$ cat src/hdl/accel_tilt_angles_core_defines.svh
// ---------------------------------------------------------------------------
// Assertion macros for the tilt-angle core
// Clocked check helpers used by accel_tilt_angles_core.
// ---------------------------------------------------------------------------
`ifndef ACCEL_TILT_ANGLES_CORE_DEFINES_SVH
`define ACCEL_TILT_ANGLES_CORE_DEFINES_SVH

// condition must never hold while out of reset
`define ATP_ASSERT_NEVER(label, cond, msg) \
    label: assert property (@(posedge i_clk) disable iff (!i_rst_n) !(cond)) \
        else $error(msg);

// antecedent in one cycle implies consequent in the next
`define ATP_ASSERT_NEXT(label, ante, cons, msg) \
    label: assert property (@(posedge i_clk) disable iff (!i_rst_n) \
        (ante) |=> (cons)) else $error(msg);

`endif

$ cat src/hdl/atp_pkg.sv
// ---------------------------------------------------------------------------
// atp_pkg
// Widths, constants and types of the tilt-angle core.
// ---------------------------------------------------------------------------
package atp_pkg;

    localparam int IN_W        = 16;
    localparam int PITCH_W     = 15;
    localparam int ROLL_W      = 16;
    localparam int COORD_SHIFT = 8;

    // sum of squares and square root
    localparam int SQ_W     = 32;
    localparam int RAD_W    = SQ_W + 2 * COORD_SHIFT;
    localparam int SQRT_W   = RAD_W / 2;
    localparam int REM_W    = SQRT_W + 4;
    localparam int SQRT_LAT = SQRT_W + 2;

    // CORDIC
    localparam int COORD_W           = 28;
    localparam int ANG_W             = 34;
    localparam int TAB_LEN           = 24;
    localparam int CORDIC_STAGES_DEF = 16;

    localparam logic [31:0] ATAN_TAB [TAB_LEN] = '{
        32'd536870912, 32'd316933406, 32'd167458907, 32'd85004756,
        32'd42667331,  32'd21354465,  32'd10680094,  32'd5340245,
        32'd2670163,   32'd1335087,   32'd667544,    32'd333772,
        32'd166886,    32'd83443,     32'd41722,     32'd20861,
        32'd10430,     32'd5215,      32'd2608,      32'd1304,
        32'd652,       32'd326,       32'd163,       32'd81
    };

    // angle conversion (2^-32 turn to centidegrees)
    localparam int              MAG_W         = 32;
    localparam int              CDEG_W        = 17;
    localparam int              PROD_W        = 48;
    localparam int              MERGE_LAT     = 2;
    localparam logic [15:0]     CDEG_PER_TURN = 16'd36000;
    localparam int              PITCH_LIM     = 9000;
    localparam int              ROLL_LIM      = 18000;

    // output skid
    localparam int SKID_DEPTH = 2;

    typedef logic signed [IN_W-1:0]    t_raw;
    typedef logic signed [COORD_W-1:0] t_coord;
    typedef logic signed [ANG_W-1:0]   t_ang;

    localparam t_ang HALF_TURN = t_ang'(64'sd2147483648);

endpackage

$ cat src/hdl/atp_merge.sv
// ---------------------------------------------------------------------------
// atp_merge
// Joins both lanes: turn fraction to rounded, saturated centidegrees.
// ---------------------------------------------------------------------------
module atp_merge import atp_pkg::*; (
    input  logic                      i_clk,
    input  logic                      i_en,
    input  t_ang                      i_pitch_ang,
    input  t_ang                      i_roll_ang,
    output logic signed [PITCH_W-1:0] o_pitch,
    output logic signed [ROLL_W-1:0]  o_roll
);

    t_ang                      w_p_abs;
    t_ang                      w_r_abs;
    logic [PROD_W-1:0]         r_p_prod;
    logic [PROD_W-1:0]         r_r_prod;
    logic                      r_p_neg;
    logic                      r_r_neg;
    logic [CDEG_W-1:0]         w_p_cdeg;
    logic [CDEG_W-1:0]         w_r_cdeg;
    logic signed [PITCH_W-1:0] r_pitch;
    logic signed [ROLL_W-1:0]  r_roll;

    // round half up in magnitude, then clamp
    function automatic logic [CDEG_W-1:0] round_sat(logic [PROD_W-1:0] prod,
                                                    logic [CDEG_W-1:0] lim);
        logic [PROD_W:0]   sum;
        logic [CDEG_W-1:0] c;
        sum = {1'b0, prod} + (PROD_W + 1)'(64'd2147483648);
        c   = sum[PROD_W -: CDEG_W];
        return (c > lim) ? lim : c;
    endfunction

    assign w_p_abs = i_pitch_ang[ANG_W-1] ? -i_pitch_ang : i_pitch_ang;
    assign w_r_abs = i_roll_ang[ANG_W-1]  ? -i_roll_ang  : i_roll_ang;

    always_ff @(posedge i_clk) begin
        if (i_en) begin
            r_p_neg  <= i_pitch_ang[ANG_W-1];
            r_r_neg  <= i_roll_ang[ANG_W-1];
            r_p_prod <= w_p_abs[MAG_W-1:0] * CDEG_PER_TURN;
            r_r_prod <= w_r_abs[MAG_W-1:0] * CDEG_PER_TURN;
        end
    end

    assign w_p_cdeg = round_sat(r_p_prod, CDEG_W'(PITCH_LIM));
    assign w_r_cdeg = round_sat(r_r_prod, CDEG_W'(ROLL_LIM));

    always_ff @(posedge i_clk) begin
        if (i_en) begin
            r_pitch <= r_p_neg ? -PITCH_W'(w_p_cdeg) : PITCH_W'(w_p_cdeg);
            r_roll  <= r_r_neg ? -ROLL_W'(w_r_cdeg)  : ROLL_W'(w_r_cdeg);
        end
    end

    assign o_pitch = r_pitch;
    assign o_roll  = r_roll;

endmodule

$ cat config.mk
export PLATFORM = sky130hd
export DESIGN_NAME = atp_merge
export DESIGN_NICKNAME = d
export VERILOG_FILES = /design/src/hdl/accel_tilt_angles_core_defines.svh /design/src/hdl/atp_pkg.sv /design/src/hdl/atp_merge.sv
export SDC_FILE = /design/constraint.sdc
export NUM_CORES = 1
export LEC_CHECK = 0
export ABC_AREA = 1
export ABC_CLOCK_PERIOD_IN_PS = 7840
export BUFFER_PORTS_ARGS = -buffer_cell sky130_fd_sc_hd__buf_2
export CORE_ASPECT_RATIO = 1.4
export CORE_UTILIZATION = 65
export CTS_CLUSTER_DIAMETER = 50
export DETAILED_ROUTE_END_ITERATION = 6
export MAX_ROUTING_LAYER = met4
export PLACE_DENSITY = 0.95
export SLEW_MARGIN = 5
export SYNTH_ARGS = -nofsm -noshare
export SYNTH_HDL_FRONTEND = slang
export SYNTH_SLANG_ARGS = --single-unit
$ cat constraint.sdc
create_clock -name i_clk -period 7.84 [get_ports i_clk]
set_clock_uncertainty 0.15 [all_clocks]
set_input_delay 0.392 -clock i_clk [delete_from_list [all_inputs] [get_ports i_clk]]
set_output_delay 0.392 -clock i_clk [all_outputs]
set_load 0.005 [all_outputs]
Yosys cells after proc, flatten, opt, wreduce, memory -nomap -nowiden
Index checks and enable logic that the tools add are counted.
{"block": "word_totals", "register_bits": 119, "out_inout_bits": 31, "inputBits": 70}
{"block": "op_classes", "n_mux": 6, "mul": 2, "n_addsub": 6, "n_lt_le_gt_ge": 2}
{"operator": "$add 48x32->49 const B", "count": 2}
{"operator": "$mul 32x11->43 const B", "count": 2}
{"operator": "$mux 32", "count": 2}
{"operator": "$neg 32->32", "count": 2}
{"operator": "$mux 16", "count": 2}
{"operator": "$mux 15", "count": 2}
{"operator": "$gt 17x14->1 const B", "count": 1}
{"operator": "$gt 17x15->1 const B", "count": 1}
{"operator": "$neg 16->16", "count": 1}
{"operator": "$neg 15->15", "count": 1}

Longest topological paths before layout
{"block": "depth", "ltp_word": 5, "depth_mapped": 31, "depth_no_buf": 31}

Worst setup path before layout
Ideal clock, no wire load.
{"block": "synth_timing", "kind": "input -> register", "startpoint": "input i_pitch_ang[0]", "endpoint": "register r_p_prod[46] (data pin)", "n_path_buf": 0, "setup_slack_ns": 1.674, "cell_stages": 26, "setup_time_ns": 0.276, "arrival_time_ns": 5.741, "cell_sequence": "nor3_1 -> nand2_1 -> nor2_1 -> nand3_1 -> nor3_1 -> nand2_1 -> nor2_1 -> nand2_1 -> o21ai_0 -> xor2_1 -> ha_1 -> ha_1 -> fa_1 -> fa_1 -> inv_1 -> fa_1 -> inv_1 -> ha_1 -> a21o_1 -> a21boi_0 -> o21ai_0 -> a221oi_1 -> nand3_1 -> nand2_1 -> o311ai_0 -> xor2_1"}
{"block": "synth_via", "elab_chain_len": 3}
{"item": "start: declaration", "line": "atp_merge.sv:8", "rtl": "input t_ang i_pitch_ang,"}
{"item": "$neg 32->32", "line": "atp_merge.sv:35", "rtl": "assign w_p_abs = i_pitch_ang[ANG_W-1] ? -i_pitch_ang : i_pitch_ang;"}
{"item": "$mux 32 (*)", "line": "atp_merge.sv:35"}
{"item": "$mul 32x11->43 (*)", "line": "atp_merge.sv:42", "rtl": "r_p_prod <= w_p_abs[MAG_W-1:0] * CDEG_PER_TURN;"}
{"item": "end signal: assignment", "line": "atp_merge.sv:42"}
{"item": "end: declaration", "line": "atp_merge.sv:16", "rtl": "logic [PROD_W-1:0] r_p_prod;"}
Mark *: on every way between the ends. The rest lies on a longest branch, timed or not.
A chain may end at the register's enable or synchronous reset.

Worst setup path in the final report
Ends and elaborated chain as after synthesis.

==> results.yml <==
critical_path:
  slowest_delay_ns: 0.57
  startpoint: "i_pitch_ang[0]"
  worst-path-buf-inv: 4
  worstSetupPathType: "in -> reg"
  cp_top_family: "adder cells"
  cp_common_cell: "nand2_1"
  worstPathRequired_ns: 7.76
  arrival_ns: 7.00
  r2r_cells: 19
  reg2reg_slack_ns: 4.22
  r2r_end: "o_roll[14]$_DFFE_PP_"
  crit_path_end_kind: "register"
  start_kind: "input port"
  rr_startpoint: "r_r_prod[31]$_DFFE_PP_"
  worstPathMaxFanout: 6
  cp_slowest_cell: "fa_1"
drt:
  drt_wl_total_mm: 42.0
  viasPerCell: 5.79
  post-route-drc-count: 0
  drt_first_iter_violations: 786
  wl_per_cell_um: 15.9
  dr.pass1.iters: 7
  ant_nets: 0
  vias: 15300
min_path:
  worstHoldStart: "i_pitch_ang[33]"
  whs_path_depth: 1
  hold_end: "r_p_neg$_DFFE_PP_"
  min_path_type: "in -> reg"
timing:
  fmax_ghz: 0.141
  fin_setup_tns_ns: 0
  slew_violations: 0
  slew_headroom: 0.456
  final-setup-viol-count: 0
  rsz0062_at_grt: "false"
  min_period_ns: 7.08
  period_share: 0.903
  worst-slew-pin-transition_ns: 0.817
  hold_violations: 0
  setup_slack_ns: 0.764
floorplan:
  die_y_um: 195
  die-width_um: 140
  core_area_mm2: 0.0261
  rows: 70
  die-area_mm2: 0.0272
  start_util: 0.662
  io_pins: 101
final_layout:
  layout-drive-gt1-share: 0.0692
  final_util: 0.705
  area_growth_pct: 6.58
  final_cells: 2649
  fin_nets: 2900
  diodes: 0
  fillerInstances: 1874
clocking:
  holdBufCountCts: 0
  htree_levels: 3
  cts-root-buf: "clkbuf_16"
  cts_setup_buffers: 0
  clock_path_buffers: 2
  cts_tree: "yes"
  clkSinkCount: 67
  clkTransAtPathRegs_ns: 0.06
  clk_latency_ns: 0.34
  ctsResizeCount: 0
  cts_buffers: 9
logic_synthesis:
  netlist_area_mm2: 0.0173
  ys_top_cells_by_area: "ha_1 (25%), fa_1 (19%), edfxtp_1 (12%)"
  synth_top_cell_area_share: 0.254
  synthFlopType: "edfxtp_1"
  synth.avg_cell_area_um2: 7.78
  synth_cell_types: 50
  yosysTopAreaCell: "ha_1"
  synthCells: 2219
  seq_area_frac_synth: 0.116
  ys_ff_latch: 67
  synthArstFlopShare: 0
  synth_edf_count: 67
  yosysWarnings: 0
  synthesis.nets: 2799
global_routing:
  overflow: 0
  grt_pass1_vias: 16300
  grt_pass1_wl_mm: 70.9
  track_usage: 0.329
  grt_max_degree: 68
  grt_antenna_before_repair: 0
status:
  run_status: "completed"
placement:
  io_buffers: 98
  gp_congestion: 0.949
  dp.final_hpwl_mm: 36.6
  dp.cells: 2633
  preCtsSetupSlack_ns: 0.537
job:
  timing.max_cap.violations: 0
==> layout by cell type, fill, tap and decap left out, types with 4 or more instances in the layout <==
master / netlist / routed
xnor2_1: 28 / 28
ha_1: 350 / 350
nor2_1: 219 / 219
a31oi_1: 8 / 8
nor2_2: 8 / 8
nor3_1: 21 / 21
nand2_1: 331 / 331
nand3b_1: 6 / 6
buf_4: 0 / 4
o21ai_0: 85 / 85
nand3_2: 8 / 8
a21o_1: 5 / 5
nor4_1: 12 / 12
nor2_4: 5 / 5
nand4_1: 27 / 27
a21oi_1: 108 / 108
inv_1: 514 / 514
a21boi_0: 4 / 4
xor2_1: 83 / 83
edfxtp_1: 67 / 67
o31ai_1: 7 / 7
nand3_1: 74 / 74
o21a_1: 13 / 13
fa_1: 160 / 160
clkinv_1: 3 / 4
clkbuf_16: 0 / 9
buf_2: 0 / 98
nand2_2: 10 / 10
a211oi_1: 5 / 5
o21bai_1: 6 / 6
o21ai_1: 8 / 8
==> final cells by class <==
cell class,count,area [µm²],share of cell area
Multi-Input combinational cell,1620,13200,0.719
Sequential cell,67,2010,0.109
Inverter,520,1950,0.106
Timing Repair Buffer,102,520,0.0283
Tap cell,324,405,0.0220
Clock buffer,10,229,0.0124
Clock inverter,6,56.3,0.00306
==> worst max path at each step <==
stage                                   endpoint  depth (start not counted)
final                     r_p_prod[46]$_DFFE_PP_                         29
after global routing      r_p_prod[46]$_DFFE_PP_                         29
after CTS                 r_p_prod[46]$_DFFE_PP_                         29
after detailed placement  r_p_prod[46]$_DFFE_PP_                         29
after global placement    r_p_prod[46]$_DFFE_PP_                         29
after floorplan           r_p_prod[46]$_DFFE_PP_                         26
==> cell families after synthesis <==
logic type | after synthesis | synth area share
AND/OR/NAND/NOR | 733 | 0.184
buffers and inverters | 532 | 0.117
flip-flops | 67 | 0.116
XOR/XNOR | 111 | 0.0563
AO/OA/AOI/OAI | 266 | 0.0871
adder cells (fa/ha/maj) | 510 | 0.439
==> registers in the layout, summed over array words and instances, names as in the netlist <==
| signal | count |
|---|---|
| r_p_prod | 17 |
| r_p_neg | 1 |
| o_roll | 16 |
| o_pitch | 15 |
| r_r_prod | 17 |
| r_r_neg | 1 |
==> per-layer routing <==
metal | part of all wire | GRT usage
met1 | 0.36 | 0.312
met2 | 0.55 | 0.628
met3 | 0.041 | 0.0355
met4 | 0.058 | 0.200
met5 | 0 | -
==> cell usage after synthesis (2+ instances only) <==
master and number:
o31ai_1 7, nor2_4 5, or2_2 3, nor3_1 21
nand3_2 8, o21ai_0 85, o21a_1 13, o21bai_1 6
o21ai_1 8, nand4_1 27, nand3b_1 6, nand2_1 331
nor2_2 8, xor2_1 83, o211ai_1 3, a21o_1 5
clkinv_1 3, inv_1 514, xnor2_1 28, clkbuf_1 8
o2111ai_1 2, fa_1 160, inv_2 3, and2_1 2
a221oi_1 3, a31oi_1 8, ha_1 350, nand2_4 2
o311ai_0 3, nand3_1 74, a21boi_0 4, edfxtp_1 67
nand2_2 10, nor4_1 12, a21oi_1 108, nor2_1 219
o21ai_2 2, buf_8 2, a211oi_1 5
==> stage by stage <==
step           hold slack (ns)  cell area, µm²
6_report                 0.392           18400
5_1_grt                  0.399           18400
4_1_cts                  0.377           18400
3_5_place_dp             0.624           18100
3_3_place_gp             0.584           18100
2_1_floorplan            0.341           17300
Power is left out: the tool's default activity adds up to more than one toggle a clock period on the data nets, which glitch-free logic cannot reach.
