### src/hdl/accel_tilt_angles_core_defines.svh
// ---------------------------------------------------------------------------
// Assertion macros for the tilt-angle core
// Clocked check helpers used by accel_tilt_angles_core.
// ---------------------------------------------------------------------------
`ifndef ACCEL_TILT_ANGLES_CORE_DEFINES_SVH
`define ACCEL_TILT_ANGLES_CORE_DEFINES_SVH

// condition must never hold while out of reset
`define ATP_ASSERT_NEVER(label, cond, msg) \
    label: assert property (@(posedge i_clk) disable iff (!i_rst_n) !(cond)) \
        else $error(msg);

// antecedent in one cycle implies consequent in the next
`define ATP_ASSERT_NEXT(label, ante, cons, msg) \
    label: assert property (@(posedge i_clk) disable iff (!i_rst_n) \
        (ante) |=> (cons)) else $error(msg);

`endif

### src/hdl/atp_pkg.sv
// ---------------------------------------------------------------------------
// atp_pkg
// Widths, constants and types of the tilt-angle core.
// ---------------------------------------------------------------------------
package atp_pkg;

    localparam int IN_W        = 16;
    localparam int PITCH_W     = 15;
    localparam int ROLL_W      = 16;
    localparam int COORD_SHIFT = 8;

    // sum of squares and square root
    localparam int SQ_W     = 32;
    localparam int RAD_W    = SQ_W + 2 * COORD_SHIFT;
    localparam int SQRT_W   = RAD_W / 2;
    localparam int REM_W    = SQRT_W + 4;
    localparam int SQRT_LAT = SQRT_W + 2;

    // CORDIC
    localparam int COORD_W           = 28;
    localparam int ANG_W             = 34;
    localparam int TAB_LEN           = 24;
    localparam int CORDIC_STAGES_DEF = 16;

    localparam logic [31:0] ATAN_TAB [TAB_LEN] = '{
        32'd536870912, 32'd316933406, 32'd167458907, 32'd85004756,
        32'd42667331,  32'd21354465,  32'd10680094,  32'd5340245,
        32'd2670163,   32'd1335087,   32'd667544,    32'd333772,
        32'd166886,    32'd83443,     32'd41722,     32'd20861,
        32'd10430,     32'd5215,      32'd2608,      32'd1304,
        32'd652,       32'd326,       32'd163,       32'd81
    };

    // angle conversion (2^-32 turn to centidegrees)
    localparam int              MAG_W         = 32;
    localparam int              CDEG_W        = 17;
    localparam int              PROD_W        = 48;
    localparam int              MERGE_LAT     = 2;
    localparam logic [15:0]     CDEG_PER_TURN = 16'd36000;
    localparam int              PITCH_LIM     = 9000;
    localparam int              ROLL_LIM      = 18000;

    // output skid
    localparam int SKID_DEPTH = 2;

    typedef logic signed [IN_W-1:0]    t_raw;
    typedef logic signed [COORD_W-1:0] t_coord;
    typedef logic signed [ANG_W-1:0]   t_ang;

    localparam t_ang HALF_TURN = t_ang'(64'sd2147483648);

endpackage

### src/hdl/atp_cordic.sv
// ---------------------------------------------------------------------------
// atp_cordic
// One vectoring lane: atan2(b, a) in 2^-32 turn, one micro-rotation a stage.
// ---------------------------------------------------------------------------
module atp_cordic import atp_pkg::*; #(
    parameter int STAGES = CORDIC_STAGES_DEF
) (
    input  logic   i_clk,
    input  logic   i_en,
    input  t_coord i_a,
    input  t_coord i_b,
    output t_ang   o_ang
);

    t_coord r_x    [STAGES+1];
    t_coord r_y    [STAGES+1];
    t_ang   r_z    [STAGES+1];
    logic   r_zero [STAGES+1];
    t_coord n_x    [1:STAGES];
    t_coord n_y    [1:STAGES];
    t_ang   n_z    [1:STAGES];

    always_comb begin
        for (int i = 1; i <= STAGES; i++) begin
            if (r_y[i-1] >= 0) begin
                n_x[i] = r_x[i-1] + (r_y[i-1] >>> (i - 1));
                n_y[i] = r_y[i-1] - (r_x[i-1] >>> (i - 1));
                n_z[i] = r_z[i-1] + t_ang'(ATAN_TAB[i-1]);
            end else begin
                n_x[i] = r_x[i-1] - (r_y[i-1] >>> (i - 1));
                n_y[i] = r_y[i-1] + (r_x[i-1] >>> (i - 1));
                n_z[i] = r_z[i-1] - t_ang'(ATAN_TAB[i-1]);
            end
        end
    end

    // left half plane: turn by 180 degrees first, then the micro-rotations
    always_ff @(posedge i_clk) begin
        if (i_en) begin
            r_zero[0] <= (i_a == '0) && (i_b == '0);
            if (i_a < 0) begin
                r_x[0] <= -i_a;
                r_y[0] <= -i_b;
                r_z[0] <= (i_b >= 0) ? HALF_TURN : -HALF_TURN;
            end else begin
                r_x[0] <= i_a;
                r_y[0] <= i_b;
                r_z[0] <= '0;
            end
            for (int i = 1; i <= STAGES; i++) begin
                r_x[i]    <= n_x[i];
                r_y[i]    <= n_y[i];
                r_z[i]    <= n_z[i];
                r_zero[i] <= r_zero[i-1];
            end
        end
    end

    assign o_ang = r_zero[STAGES] ? '0 : r_z[STAGES];

endmodule

### config.mk
export PLATFORM = sky130hd
export DESIGN_NAME = atp_cordic
export DESIGN_NICKNAME = d
export VERILOG_FILES = /design/src/hdl/accel_tilt_angles_core_defines.svh /design/src/hdl/atp_pkg.sv /design/src/hdl/atp_cordic.sv
export SDC_FILE = /design/constraint.sdc
export NUM_CORES = 2
export LEC_CHECK = 0
export BUFFER_PORTS_ARGS = -buffer_cell sky130_fd_sc_hd__buf_4
export CAP_MARGIN = 20
export CORE_ASPECT_RATIO = 2
export CORE_MARGIN = 4
export CORE_UTILIZATION = 65
export CTS_CLUSTER_SIZE = 30
export DETAILED_ROUTE_END_ITERATION = 10
export PLACE_DENSITY = 0.82
export SYNTH_ARGS = -nofsm -noshare
export SYNTH_HDL_FRONTEND = slang
export SYNTH_SLANG_ARGS = --single-unit
### constraint.sdc
create_clock -name i_clk -period 16.14 [get_ports i_clk]
set_clock_uncertainty 0.15 [all_clocks]
set_input_delay 0 -clock i_clk [delete_from_list [all_inputs] [get_ports i_clk]]
set_output_delay 0 -clock i_clk [all_outputs]
set_load 0.02 [all_outputs]
# After elaboration in Yosys (flattened, before gate mapping)
# Memory sizes are Yosys's and may differ from the RTL's.
# Cells that the tools add are included.
[classes]
n_addsub = 97
multipliers = 0
div_mod_pow = 0
order_cmp = 18
eq_ne = 0
shift = 0
muxes = 61
bitwise = 3
n_reduce_logical = 3
[op_table]
columns = ["operator", "n"]
rows = [
  ["28-bit 2-to-1 mux", 34],
  ["34-bit 2-to-1 mux", 19],
  ["28-bit by 1-bit >= comparator with 1-bit output (second input constant)", 17],
  ["28-bit by 13-bit adder with 28-bit output", 2],
  ["28-bit by 14-bit adder with 28-bit output", 2],
  ["28-bit by 15-bit adder with 28-bit output", 2],
  ["28-bit by 16-bit adder with 28-bit output", 2],
  ["28-bit by 17-bit adder with 28-bit output", 2],
  ["28-bit by 18-bit adder with 28-bit output", 2],
  ["28-bit by 19-bit adder with 28-bit output", 2],
  ["28-bit by 20-bit adder with 28-bit output", 2],
  ["28-bit by 21-bit adder with 28-bit output", 2],
  ["28-bit by 22-bit adder with 28-bit output", 2],
  ["28-bit by 23-bit adder with 28-bit output", 2],
  ["28-bit by 24-bit adder with 28-bit output", 2],
  ["28-bit by 25-bit adder with 28-bit output", 2],
  ["28-bit by 26-bit adder with 28-bit output", 2],
  ["28-bit by 27-bit adder with 28-bit output", 2],
  ["28-bit logical NOT", 2],
  ["28-bit negation", 2],
  ["28-bit by 13-bit subtractor with 28-bit output", 2],
  ["28-bit by 14-bit subtractor with 28-bit output", 2],
  ["28-bit by 15-bit subtractor with 28-bit output", 2],
  ["28-bit by 16-bit subtractor with 28-bit output", 2],
  ["other kinds (49)", 70],
]
[totals]
reg_bits = 0
latch_bits = 0
mem_bits_rw = 1547
romBits = 0
input_bits = 58
output_inout_bits = 34
wordCells = 186
memories = 4
[mem_list]
columns = ["name", "words", "width", "read_ports", "rd_clocked_by_memory_dff", "write_ports", "line", "source"]
rows = [
  ["r_z", 17, 34, 17, 0, 17, "atp_cordic.sv:17", "t_ang r_z [STAGES+1];"],
  ["r_x", 17, 28, 16, 0, 17, "atp_cordic.sv:15", "t_coord r_x [STAGES+1];"],
  ["r_y", 17, 28, 16, 0, 17, "atp_cordic.sv:16", "t_coord r_y [STAGES+1];"],
  ["r_zero", 17, 1, 17, 0, 17, "atp_cordic.sv:18", "logic r_zero [STAGES+1];"],
]

# Longest topological paths before layout
[logic_depth]
word_depth = 5
ltp_mapped = 22
depth_no_buf = 21

# Worst setup path before layout
# Ideal clock, no wire load.
[synth_path]
kind = "flip-flop to flip-flop"
start = "memory r_y[0][139] in the netlist's numbering"
end = "memory r_x[0][166] in the netlist's numbering, data pin"
setup_time_ns = 0.257
t_arrival_ns = 4.891
t_required_ns = 15.733
path_slack_ns = 10.842
stages_incl_launch_ff = 21
path_buffers = 7
period_less_slack_ns = 5.298
path_cell_list = "edfxtp_1 -> buf_2 -> clkbuf_1 -> buf_2 -> buf_2 -> clkbuf_1 -> buf_1 -> clkbuf_1 -> o21ai_0 -> fa_1 -> a21o_1 -> a211o_1 -> a2111oi_0 -> o31ai_1 -> o211ai_1 -> a21oi_1 -> o21ai_1 -> a21boi_0 -> o21a_1 -> nor2_1 -> xnor2_1"
[synth_rtl]
columns = ["element", "line"]
rows = [
  ["start: declaration", "atp_cordic.sv:16"],
  ["end: declaration", "atp_cordic.sv:15"],
]

==> metrics <==
status finished clean; initial antenna violation count 5; Via Count approximately 90,000; Post-Place Cell Area 112,000 µm²; cells taking the most area after synthesis edfxtp_1 (36%), ha_1 (13%), xnor2_1 (8.6%), xor2_1 (4.8%), a21oi_1 (4.5%); relative max-transition margin 15.6%; Clock Latency Late Sink 0.78 ns; die area 175,000 µm²; critical path capture point type flip-flop; Final Max Tran Viols 0; post-synthesis sequential area ratio 36.3%; DP HPWL 246,000 µm; vias in the first global route 93,700; Ys Warns 0; ys async rst share 0%; Layout area overhead 7.98%; final setup fails 0; Hold Crit Start i_a[25]; drt pass-1 iters 8; Slew @ Worst Pin 1.26 ns; number of H-tree levels 3; CP Data Arrival Time 6.23 ns; NumNets Final ~13,000; first-pass GRT wire length 483,000 µm; Post-synth EDFFs 1,317; drt total wl 314,000 µm; share of the synthesized area in the top cell type 36.3%; row count between 200 and 250; Reg clk slew, reported paths about 0.070 ns; Fin Hold WS 0.0634 ns; # IOs around 90; critical setup path kind reg -> reg; Clock Tree Buf Depth 3; RR Startpoint r_y[0][363]$_DFFE_PP_; die width 298 µm; Post-Syn Area 109,000 µm²; Port Buffer Count 90; Req. time, crit path between 15 and 20 ns; share of cells above drive strength 1 ~4%; Synth area leader edfxtp_1; period utilisation layout 36.3%; Sinks on Clock Net 1,317; WL/cell between 20 and 25 µm; final non-filler cell area 118,000 µm²; Max Clk Rate 170 MHz; initial DRC count about 4,800; Vias per Instance 6.48; ys flop type edfxtp_1; final hold violations 0; Post-CTS Resized 0; GP Congestion 1.02; cts bufs inserted 121; RSZ-0062 raised after global routing false; Worst setup startpoint r_y[0][363]$_DFFE_PP_; Chip Height approximately 600 µm; Max-Cap Viols 0; largest net degree at the start of global routing 160; Antenna Nets Post-Route 0; critical-path maximum fanout 28; GR Util All Layers 34.8%; critical path startpoint category flip-flop; grt ovf 0; synth unique cells 100; CTS tree yes; average size of a mapped cell 9.57 µm²; root buf cell clkbuf_16; Remaining DRCs 0; Hold Path Class in -> reg; TNS Setup 0 ns; Placeable Area about 170,000 µm²; post-layout min period 5.87 ns; Initial Util 65.4%; register bit count reported by yosys approximately 1,300; cells after synthesis between 10,000 and 15,000
[metal layers]
layer,GRT usage [%],part of all wire [%]
met3,4.55,3.5
met5,0,0
met2,70.7,56
met4,35.4,12
met1,26.1,29
[state kept, by name (all words and copies together), names as in the netlist]
signal  cells
r_x       405
r_y       421
r_z       474
r_zero     17
[layout make-up]
| type | count | area, µm² |
|---|---|---|
| repair buffers | 309 | 2800 |
| flip-flops and latches | 1317 | 39500 |
| fillers | 12200 | 49100 |
| multi-input cells | 9380 | 66800 |
| clock buffers | 135 | 3100 |
| well taps | 2140 | 2680 |
| diodes | 4 | 10.0 |
| inverters | 480 | 1800 |
| clock inverters | 87 | 967 |
[through the flow]
stage / setup slack, ns / std cells / util, %
6_report: 10.27 / 13900 / 70.6
5_1_grt: 9.96 / 13900 / 70.6
4_1_cts: 10.29 / 13800 / 70.5
3_5_place_dp: 10.29 / 13500 / 67.1
3_3_place_gp: 10.22 / 13500 / 67.1
2_1_floorplan: 10.84 / 11500 / -
[placed cells by master, fill, tap and decap left out, types with 79 or more instances in the layout]
master	count
o41ai_1	94
or4_1	93
buf_4	141
nand2_1	726
o31ai_1	172
a211oi_1	101
xor2_1	597
nand4_1	80
o21bai_1	173
a21oi_1	980
nor4_1	88
o21a_1	143
and3_1	89
nand3_1	189
nor2b_1	153
clkbuf_16	122
o21ai_0	670
inv_1	473
or3_1	127
conb_1	79
dlygate4sd3_1	161
a21o_1	403
ha_1	1148
edfxtp_1	1317
nor2_1	854
a31oi_1	115
nand2b_1	176
xnor2_1	1065
nor3_1	240
[critical path, cell delays in order, from the launching register on]
cell and delay [ns]:
edfxtp_1 0.94, buf_4 0.51, inv_1 0.52, nor2_1 0.29, xnor2_1 0.16, ha_1 0.30, a21oi_1 0.24, o21ai_1 0.11
a2111oi_0 0.60, o41ai_1 0.14, buf_2 0.19, nand4_1 0.14, a311oi_1 0.14, a21o_1 0.20, a21o_1 0.20, a2111o_1 0.40
a21o_1 0.19, xor2_1 0.13
[final timing paths]
path,to,slack (ns),cells after the start
max,r_y[0][390]$_DFFE_PP_,10.27,17
min,r_x[0][25]$_DFFE_PP_,0.06,4
min reg2reg,r_zero[0][2]$_DFFE_PP_,0.27,0
max reg2reg,r_y[0][390]$_DFFE_PP_,10.27,17
[synth_stat cells, types with 36 or more instances]
library cell and number:
nor2b_1 154, xnor2_1 1065, ha_1 1148, o211ai_1 49
nor2_1 854, o31ai_1 172, a211oi_1 101, nand2_1 726
nand4_1 80, a31oi_1 115, or2_2 58, o22ai_1 40
fa_1 36, clkbuf_1 244, edfxtp_1 1317, and2_1 65
nand3_1 189, a21o_1 403, xor2_1 597, and3_1 89
nor3_1 240, o21bai_1 173, nand2b_1 176, or3_1 127
o41ai_1 94, o21a_1 143, o21ai_1 46, o21ai_0 670
inv_1 473, or4_1 93, a21boi_0 41, nor4_1 88
buf_1 46, mux2i_1 53, a21oi_1 980
[cell families (layout without fill, tap and decap cells)]
| kind of cell | Yosys count | in the layout | synth area share [%] |
|---|---|---|---|
| multiplexers | 53 | 53 | 0.487 |
| other | 1 | 83 | 0.00344 |
| buffers and inverters | 780 | 1011 | 2.70 |
| flip-flops | 1317 | 1317 | 36.3 |
| AND/OR/NAND/NOR | 3019 | 3019 | 13.5 |
| AO/OA/AOI/OAI | 3373 | 3373 | 19.8 |
| adder cells (fa/ha/maj) | 1194 | 1194 | 13.9 |
| XOR/XNOR | 1662 | 1662 | 13.3 |
[repair_timing]
item | CTS | global route
hold buffers | 161 | 0
buffers inserted | 0 | 0
endpoints found under the hold margin | 191 | 0
Power is not shown: default switching activity piles up to over one toggle a cycle in this logic, so the estimate is an artifact.
