File: config.mk
export PLATFORM = sky130hd
export DESIGN_NAME = atp_isqrt
export DESIGN_NICKNAME = d
export VERILOG_FILES = /design/src/hdl/accel_tilt_angles_core_defines.svh /design/src/hdl/atp_pkg.sv /design/src/hdl/atp_isqrt.sv
export SDC_FILE = /design/constraint.sdc
export NUM_CORES = 2
export LEC_CHECK = 0
export ABC_AREA = 1
export CAP_MARGIN = 10
export CELL_PAD_IN_SITES_DETAIL_PLACEMENT = 1
export CELL_PAD_IN_SITES_GLOBAL_PLACEMENT = 1
export CORE_MARGIN = 3
export CORE_UTILIZATION = 43
export CTS_CLUSTER_DIAMETER = 120
export DETAILED_ROUTE_END_ITERATION = 10
export DONT_BUFFER_PORTS = 1
export PLACE_DENSITY_LB_ADDON = 0.1
export SLEW_MARGIN = 25
export SYNTH_ARGS = -nofsm -noshare
export SYNTH_HDL_FRONTEND = slang
export SYNTH_SLANG_ARGS = --single-unit
File: constraint.sdc
create_clock -name i_clk -period 6.5 [get_ports i_clk]
set_input_delay 0.325 -clock i_clk [delete_from_list [all_inputs] [get_ports i_clk]]
set_output_delay 0.325 -clock i_clk [all_outputs]
set_load 0.01 [all_outputs]
File: src/hdl/accel_tilt_angles_core_defines.svh
// ---------------------------------------------------------------------------
// Assertion macros for the tilt-angle core
// Clocked check helpers used by accel_tilt_angles_core.
// ---------------------------------------------------------------------------
`ifndef ACCEL_TILT_ANGLES_CORE_DEFINES_SVH
`define ACCEL_TILT_ANGLES_CORE_DEFINES_SVH

// condition must never hold while out of reset
`define ATP_ASSERT_NEVER(label, cond, msg) \
    label: assert property (@(posedge i_clk) disable iff (!i_rst_n) !(cond)) \
        else $error(msg);

// antecedent in one cycle implies consequent in the next
`define ATP_ASSERT_NEXT(label, ante, cons, msg) \
    label: assert property (@(posedge i_clk) disable iff (!i_rst_n) \
        (ante) |=> (cons)) else $error(msg);

`endif

File: src/hdl/atp_pkg.sv
// ---------------------------------------------------------------------------
// atp_pkg
// Widths, constants and types of the tilt-angle core.
// ---------------------------------------------------------------------------
package atp_pkg;

    localparam int IN_W        = 16;
    localparam int PITCH_W     = 15;
    localparam int ROLL_W      = 16;
    localparam int COORD_SHIFT = 8;

    // sum of squares and square root
    localparam int SQ_W     = 32;
    localparam int RAD_W    = SQ_W + 2 * COORD_SHIFT;
    localparam int SQRT_W   = RAD_W / 2;
    localparam int REM_W    = SQRT_W + 4;
    localparam int SQRT_LAT = SQRT_W + 2;

    // CORDIC
    localparam int COORD_W           = 28;
    localparam int ANG_W             = 34;
    localparam int TAB_LEN           = 24;
    localparam int CORDIC_STAGES_DEF = 16;

    localparam logic [31:0] ATAN_TAB [TAB_LEN] = '{
        32'd536870912, 32'd316933406, 32'd167458907, 32'd85004756,
        32'd42667331,  32'd21354465,  32'd10680094,  32'd5340245,
        32'd2670163,   32'd1335087,   32'd667544,    32'd333772,
        32'd166886,    32'd83443,     32'd41722,     32'd20861,
        32'd10430,     32'd5215,      32'd2608,      32'd1304,
        32'd652,       32'd326,       32'd163,       32'd81
    };

    // angle conversion (2^-32 turn to centidegrees)
    localparam int              MAG_W         = 32;
    localparam int              CDEG_W        = 17;
    localparam int              PROD_W        = 48;
    localparam int              MERGE_LAT     = 2;
    localparam logic [15:0]     CDEG_PER_TURN = 16'd36000;
    localparam int              PITCH_LIM     = 9000;
    localparam int              ROLL_LIM      = 18000;

    // output skid
    localparam int SKID_DEPTH = 2;

    typedef logic signed [IN_W-1:0]    t_raw;
    typedef logic signed [COORD_W-1:0] t_coord;
    typedef logic signed [ANG_W-1:0]   t_ang;

    localparam t_ang HALF_TURN = t_ang'(64'sd2147483648);

endpackage

File: src/hdl/atp_isqrt.sv
// ---------------------------------------------------------------------------
// atp_isqrt
// Pipelined floor(sqrt((x*x + z*z) * 2^16)), one result bit per stage.
// ---------------------------------------------------------------------------
module atp_isqrt import atp_pkg::*; (
    input  logic              i_clk,
    input  logic              i_en,
    input  t_raw              i_x,
    input  t_raw              i_z,
    output logic [SQRT_W-1:0] o_root
);

    logic signed [SQ_W-1:0] w_sqx;
    logic signed [SQ_W-1:0] w_sqz;
    logic [SQ_W-1:0]        r_sqx;
    logic [SQ_W-1:0]        r_sqz;
    logic [RAD_W-1:0]       r_v0;

    logic [REM_W-1:0]  r_rem  [SQRT_W];
    logic [SQRT_W-1:0] r_res  [SQRT_W];
    logic [RAD_W-1:0]  r_v    [SQRT_W];
    logic [REM_W-1:0]  n_rem  [SQRT_W];
    logic [SQRT_W-1:0] n_res  [SQRT_W];
    logic [RAD_W-1:0]  n_v    [SQRT_W];
    logic [REM_W-1:0]  w_rem_prev [SQRT_W];
    logic [SQRT_W-1:0] w_res_prev [SQRT_W];
    logic [RAD_W-1:0]  w_v_prev   [SQRT_W];

    assign w_sqx = i_x * i_x;
    assign w_sqz = i_z * i_z;

    always_ff @(posedge i_clk) begin
        if (i_en) begin
            r_sqx <= w_sqx;
            r_sqz <= w_sqz;
            r_v0  <= {SQ_W'(r_sqx + r_sqz), (2 * COORD_SHIFT)'(0)};
        end
    end

    always_comb begin
        w_rem_prev[0] = '0;
        w_res_prev[0] = '0;
        w_v_prev[0]   = r_v0;
        for (int k = 1; k < SQRT_W; k++) begin
            w_rem_prev[k] = r_rem[k-1];
            w_res_prev[k] = r_res[k-1];
            w_v_prev[k]   = r_v[k-1];
        end
    end

    // restoring digit recurrence, two radicand bits per step
    always_comb begin
        logic [REM_W-1:0] acc;
        logic [REM_W-1:0] trial;
        for (int k = 0; k < SQRT_W; k++) begin
            acc   = {w_rem_prev[k][REM_W-3:0], w_v_prev[k][RAD_W-1 -: 2]};
            trial = REM_W'({w_res_prev[k], 2'b01});
            if (acc >= trial) begin
                n_rem[k] = acc - trial;
                n_res[k] = {w_res_prev[k][SQRT_W-2:0], 1'b1};
            end else begin
                n_rem[k] = acc;
                n_res[k] = {w_res_prev[k][SQRT_W-2:0], 1'b0};
            end
            n_v[k] = w_v_prev[k] << 2;
        end
    end

    always_ff @(posedge i_clk) begin
        if (i_en) begin
            r_rem <= n_rem;
            r_res <= n_res;
            r_v   <= n_v;
        end
    end

    assign o_root = r_res[SQRT_W-1];

endmodule

; ---- Word-level counts from Yosys, hierarchy flattened
; Cells that the tools add are included.
; W data, S select, Z words.
[totals]
ff_bits = 1211
latchBits = 0
ram_bits = 0
rom_bits = 0
inputBits = 34
word_cells = 170
memories = 0
[op_classes]
n_addsub = 24
multipliers = 2
n_div = 0
order_cmp = 24
n_eq_ne = 0
shift = 0
mux = 47
bitwise_logic = 0
n_reduce_logical = 0
[op_table]
columns = op, count
row1 = $mux W26, 22
row2 = $mul A16 B16 Y32, 2
row3 = $add A32 B32 Y32, 1
row4 = $ge A28 B10 Y1, 1
row5 = $ge A28 B11 Y1, 1
row6 = $ge A28 B12 Y1, 1
row7 = $ge A28 B13 Y1, 1
row8 = $ge A28 B14 Y1, 1
row9 = $ge A28 B15 Y1, 1
row10 = $ge A28 B16 Y1, 1
row11 = $ge A28 B17 Y1, 1
row12 = $ge A28 B18 Y1, 1
row13 = $ge A28 B19 Y1, 1
row14 = $ge A28 B20 Y1, 1
row15 = $ge A28 B21 Y1, 1
row16 = $ge A28 B22 Y1, 1
row17 = $ge A28 B23 Y1, 1
row18 = $ge A28 B24 Y1, 1
row19 = $ge A28 B25 Y1, 1
row20 = $ge A28 B3 Y1, 1
row21 = $ge A28 B4 Y1, 1
row22 = $ge A28 B5 Y1, 1
row23 = $ge A28 B6 Y1, 1
row24 = $ge A28 B7 Y1, 1
row25 = 28 further kinds, 51

; ---- Logic depth before layout (Yosys ltp)
[logic_depth]
word_depth = 2
ltp_mapped = 27

; ---- Least setup slack after synthesis
; No wires, ideal clock.
[synth_path]
kind = input to register
startpoint = in i_z[5]
endpoint = reg r_sqz[30] (data pin)
setup_ns = 0.252
t_arrival_ns = 5.738
t_required_ns = 6.248
slack_ns = 0.509
stages = 20
n_path_buf = 2
cell_sequence = clkbuf_1 -> clkbuf_1 -> nand2_1 -> fa_1 -> inv_1 -> fa_1 -> fa_1 -> fa_1 -> inv_1 -> fa_1 -> fa_1 -> inv_1 -> ha_1 -> a21oi_1 -> a21boi_0 -> nand2_1 -> a21oi_1 -> nand2_1 -> nand2_1 -> nand2_1
[synth_via]
elab_chain_cells = 1
[synth_rtl]
columns = element, line_no
row1 = from (decl), atp_isqrt.sv:9  ; input t_raw i_z,
row2 = $mul A16 B16 Y32, atp_isqrt.sv:30  ; assign w_sqz = i_z * i_z;
row3 = net w_sqz[30], atp_isqrt.sv:14  ; logic signed [SQ_W-1:0] w_sqz;
row4 = to (signal assigned), atp_isqrt.sv:35  ; r_sqz <= w_sqz;
row5 = to (decl), atp_isqrt.sv:16  ; logic [SQ_W-1:0] r_sqz;
; The timed path passes the listed nets, and every way through them passes these cells.
; A chain may end at the register's enable or synchronous reset.

; ---- Worst setup path in the final report
[layout_path]
startpoint = in i_z[1]
endpoint = reg r_sqz[20] (data pin)
; Same word-level chain as after synthesis.

==> flow_summary.ini <==
[worst_setup_path]
critical_path_arrival_ns = 5.96
path_class = in -> reg
crit_path_end_kind = flip-flop
crit_required_ns = 7.05
cp_top_family = adder cells
crit_chain = dlygate4sd3_1, inv_1, nand2_1, fa_1, inv_1, fa_1, fa_1, fa_1, fa_1, inv_1, fa_1, inv_1, ha_1, nand2_1, nor2_1, nand2_1, inv_1, nand4_1, nand4_1, nand2_1
critPathLaunchType = input pin
slowest_delay_ns = 0.64
path_buf_inv = 6
crit_slowest_cell = dlygate4sd3_1
path_max_fanout = 17
crit_top_cell = fa_1

[detailed_routing]
first_pass_iters = 5
num_vias = 74100
totalWireLength_mm = 282
avgRoutedWirePerCell_um = 19.2
drt-initial-drc-count = 4151
drtAntennaViolNets = 0
drcViolationCount = 0
viasPerCell = 5.03

[yosys]
syn_area_um2 = 93100
syn_area_per_cell_um2 = 7.92
yosysWarnings = 0
synth_cell_types = 59
syn_inst = 11700
async_flop_share_pct = 0
synth-seq-area-share_pct = 38.4
yosys_register_bits = 1190
synth_top_flop_cell = edfxtp_1
synth_edf_count = 1190
synth_nets = 12800

[placement]
place.gp.congestion = 0.910
hpwl_mm = 231
io_buffers = 0
dpl_cell_area_um2 = 96100

[floorplan]
initial_core_util_pct = 43.3
fp.dieH_um = 471
die_x_um = 471
ios = 58
core_um2 = 215000
row_count = 170
dieArea_um2 = 222000

[power_and_ir_drop]
ir_drop_mv = 0.516
p_leak_nw = 50.2
powerDensity_nw_per_um2 = 487
total_power_mw = 49.2

[sta]
min_period_ns = 5.41
worst_pin_slew_ns = 1.09
finalSetupViolCount = 0
hold_viol = 2
rsz0062_at_grt = no
max_freq_mhz = 185
whs_ns = -0.00533
fin_crit_sh_pct = 83.2
maxSlewHeadroom_pct = 27.3
final_max_slew_viol_count = 0
setup_tns_ns = 0
finClkSkew_ns = 0.0261

[cts]
cts_buffers = 141
clkTransAtPathRegs_ns = 0.06
cts_tree = done
cts_buffer_depth = 3
insertion_delay_ns = 0.81
clock_sinks = 1190
htree_num_levels = 4
post_cts_resized = 0
cts_root_buf = clkbuf_16
post_cts_buffers = 0

[final_layout]
layout.nets = 12800
final_area_um2 = 101000
drive_gt1_share_pct = 4.27
fillers = 26200
area_growth_pct = 8.45
final_common_cell = nand2_1
final_cell_mix = nand2_1, inv_1, edfxtp_1, nor2_1, nand3_1

[global_route]
grt_overflow_total = 0
antenna_found_initial = 4
grt_pass1_wl_mm = 444
grt_max_degree = 209
grt_pass1_vias = 79600
grt_use_total_pct = 25.5

[worst_hold_path]
hold_class = in -> reg

[status]
status = finished with violations
failed_checks = hold timing

[job]
drv_cap = 0
-- stage by stage --
stage	hold WS [ns]	setup slack, ns	utilization [%]	std cells
2_1_floorplan	0.400	0.509	-	11700
6_report	-0.00533	1.09	47.0	14700
3_3_place_gp	0.400	0.597	44.7	14500
3_5_place_dp	0.405	0.515	44.7	14500
4_1_cts	0.0206	1.12	47.0	14700
5_1_grt	0.0325	0.847	47.0	14700
-- worst register-to-register path, stage by stage, from the launching register on --
cell and delay [ns]:
edfxtp_1 0.47, ha_1 0.41, nand2_1 0.20, inv_1 0.08
a21oi_2 0.22, nand3_1 0.23, nand2_1 0.79, nand3_2 0.81
nand3_1 0.36, nand2_1 0.11
-- cell type report --
class / count / area (um^2) / share of cell area [%]
Antenna cell: 3 / 7.51 / 0.00744
Clock buffer: 161 / 3690 / 3.65
Clock inverter: 92 / 1110 / 1.10
Inverter: 2598 / 9770 / 9.68
Multi-Input combinational cell: 7828 / 46700 / 46.3
Sequential cell: 1190 / 35700 / 35.4
Tap cell: 2838 / 3550 / 3.52
Timing Repair Buffer: 17 / 340 / 0.337
-- kinds of logic (layout without fill, tap and decap cells) --
logic type	count (synthesis)	after routing	share of synthesized area, %
DFF	1190	1190	38.4
other	1	4	0.00403
buffers and inverters	2730	2868	11.4
AOI/OAI and AO/OA	652	652	4.09
xor gates and xnor gates	270	270	2.54
and+or+nand+nor	5906	5906	26.3
adders and majority gates	999	999	17.3
-- power breakdown --
part           switching, mW  total [mW]  internal (mW)  leakage [nW]
sequential              1.01        11.9           10.9          11.2
combinational           19.2        29.0           9.77          36.6
clock                   3.38        8.28           4.90          2.34
total                   23.6        49.2           25.5          50.2
-- state kept, by name (all words and copies together) (netlist names) --
register,count
r_rem,556
n_v,210
o_root,24
r_sqx,31
r_res,276
r_v0,32
r_v,30
r_sqz,31
-- final timing paths --
path | cells past startpoint | start | end | slack (ns)
max reg2reg | 9 | r_rem[65] | r_rem[47] | 2.57
min reg2reg | 0 | n_v[623] | r_v[623] | 0.41
max | 20 | i_z[1] | r_sqz[20] | 1.09
min | 1 | i_en | r_v0[46] | -0.005
-- Yosys cell counts (63+ instances only) --
| master | number | area (um^2) |
|---|---|---|
| xor2_1 | 207 | 1810 |
| inv_1 | 2573 | 9660 |
| nand4_1 | 173 | 1080 |
| a21oi_2 | 69 | 604 |
| nor2_1 | 892 | 3350 |
| fa_1 | 476 | 9530 |
| edfxtp_1 | 1190 | 35700 |
| xnor2_1 | 63 | 552 |
| clkbuf_1 | 65 | 244 |
| o21ai_0 | 158 | 791 |
| nand2_1 | 3837 | 14400 |
| nand3b_1 | 70 | 526 |
| ha_1 | 523 | 6540 |
| nor3_1 | 81 | 405 |
| nand3_1 | 675 | 3380 |
| a21oi_1 | 324 | 1620 |
-- repair_timing --
action                     CTS  global route
hold buffers                 5             0
hold endpoints to repair    82             0
setup endpoints to repair    0             0
-- routing by layer --
metal | share of wire [%] | wire (um) | GRT usage (%) | vias up
li1 | - | - | - | 36500
met1 | 43 | 121000 | 31.7 | 36100
met2 | 50 | 142000 | 45.7 | 1040
met3 | 3.1 | 8620 | 2.80 | 424
met4 | 3.7 | 10400 | 8.85 | 2
met5 | 0.0046 | 13 | 0 | -
Note: power is estimated with default switching activity, not from simulation.
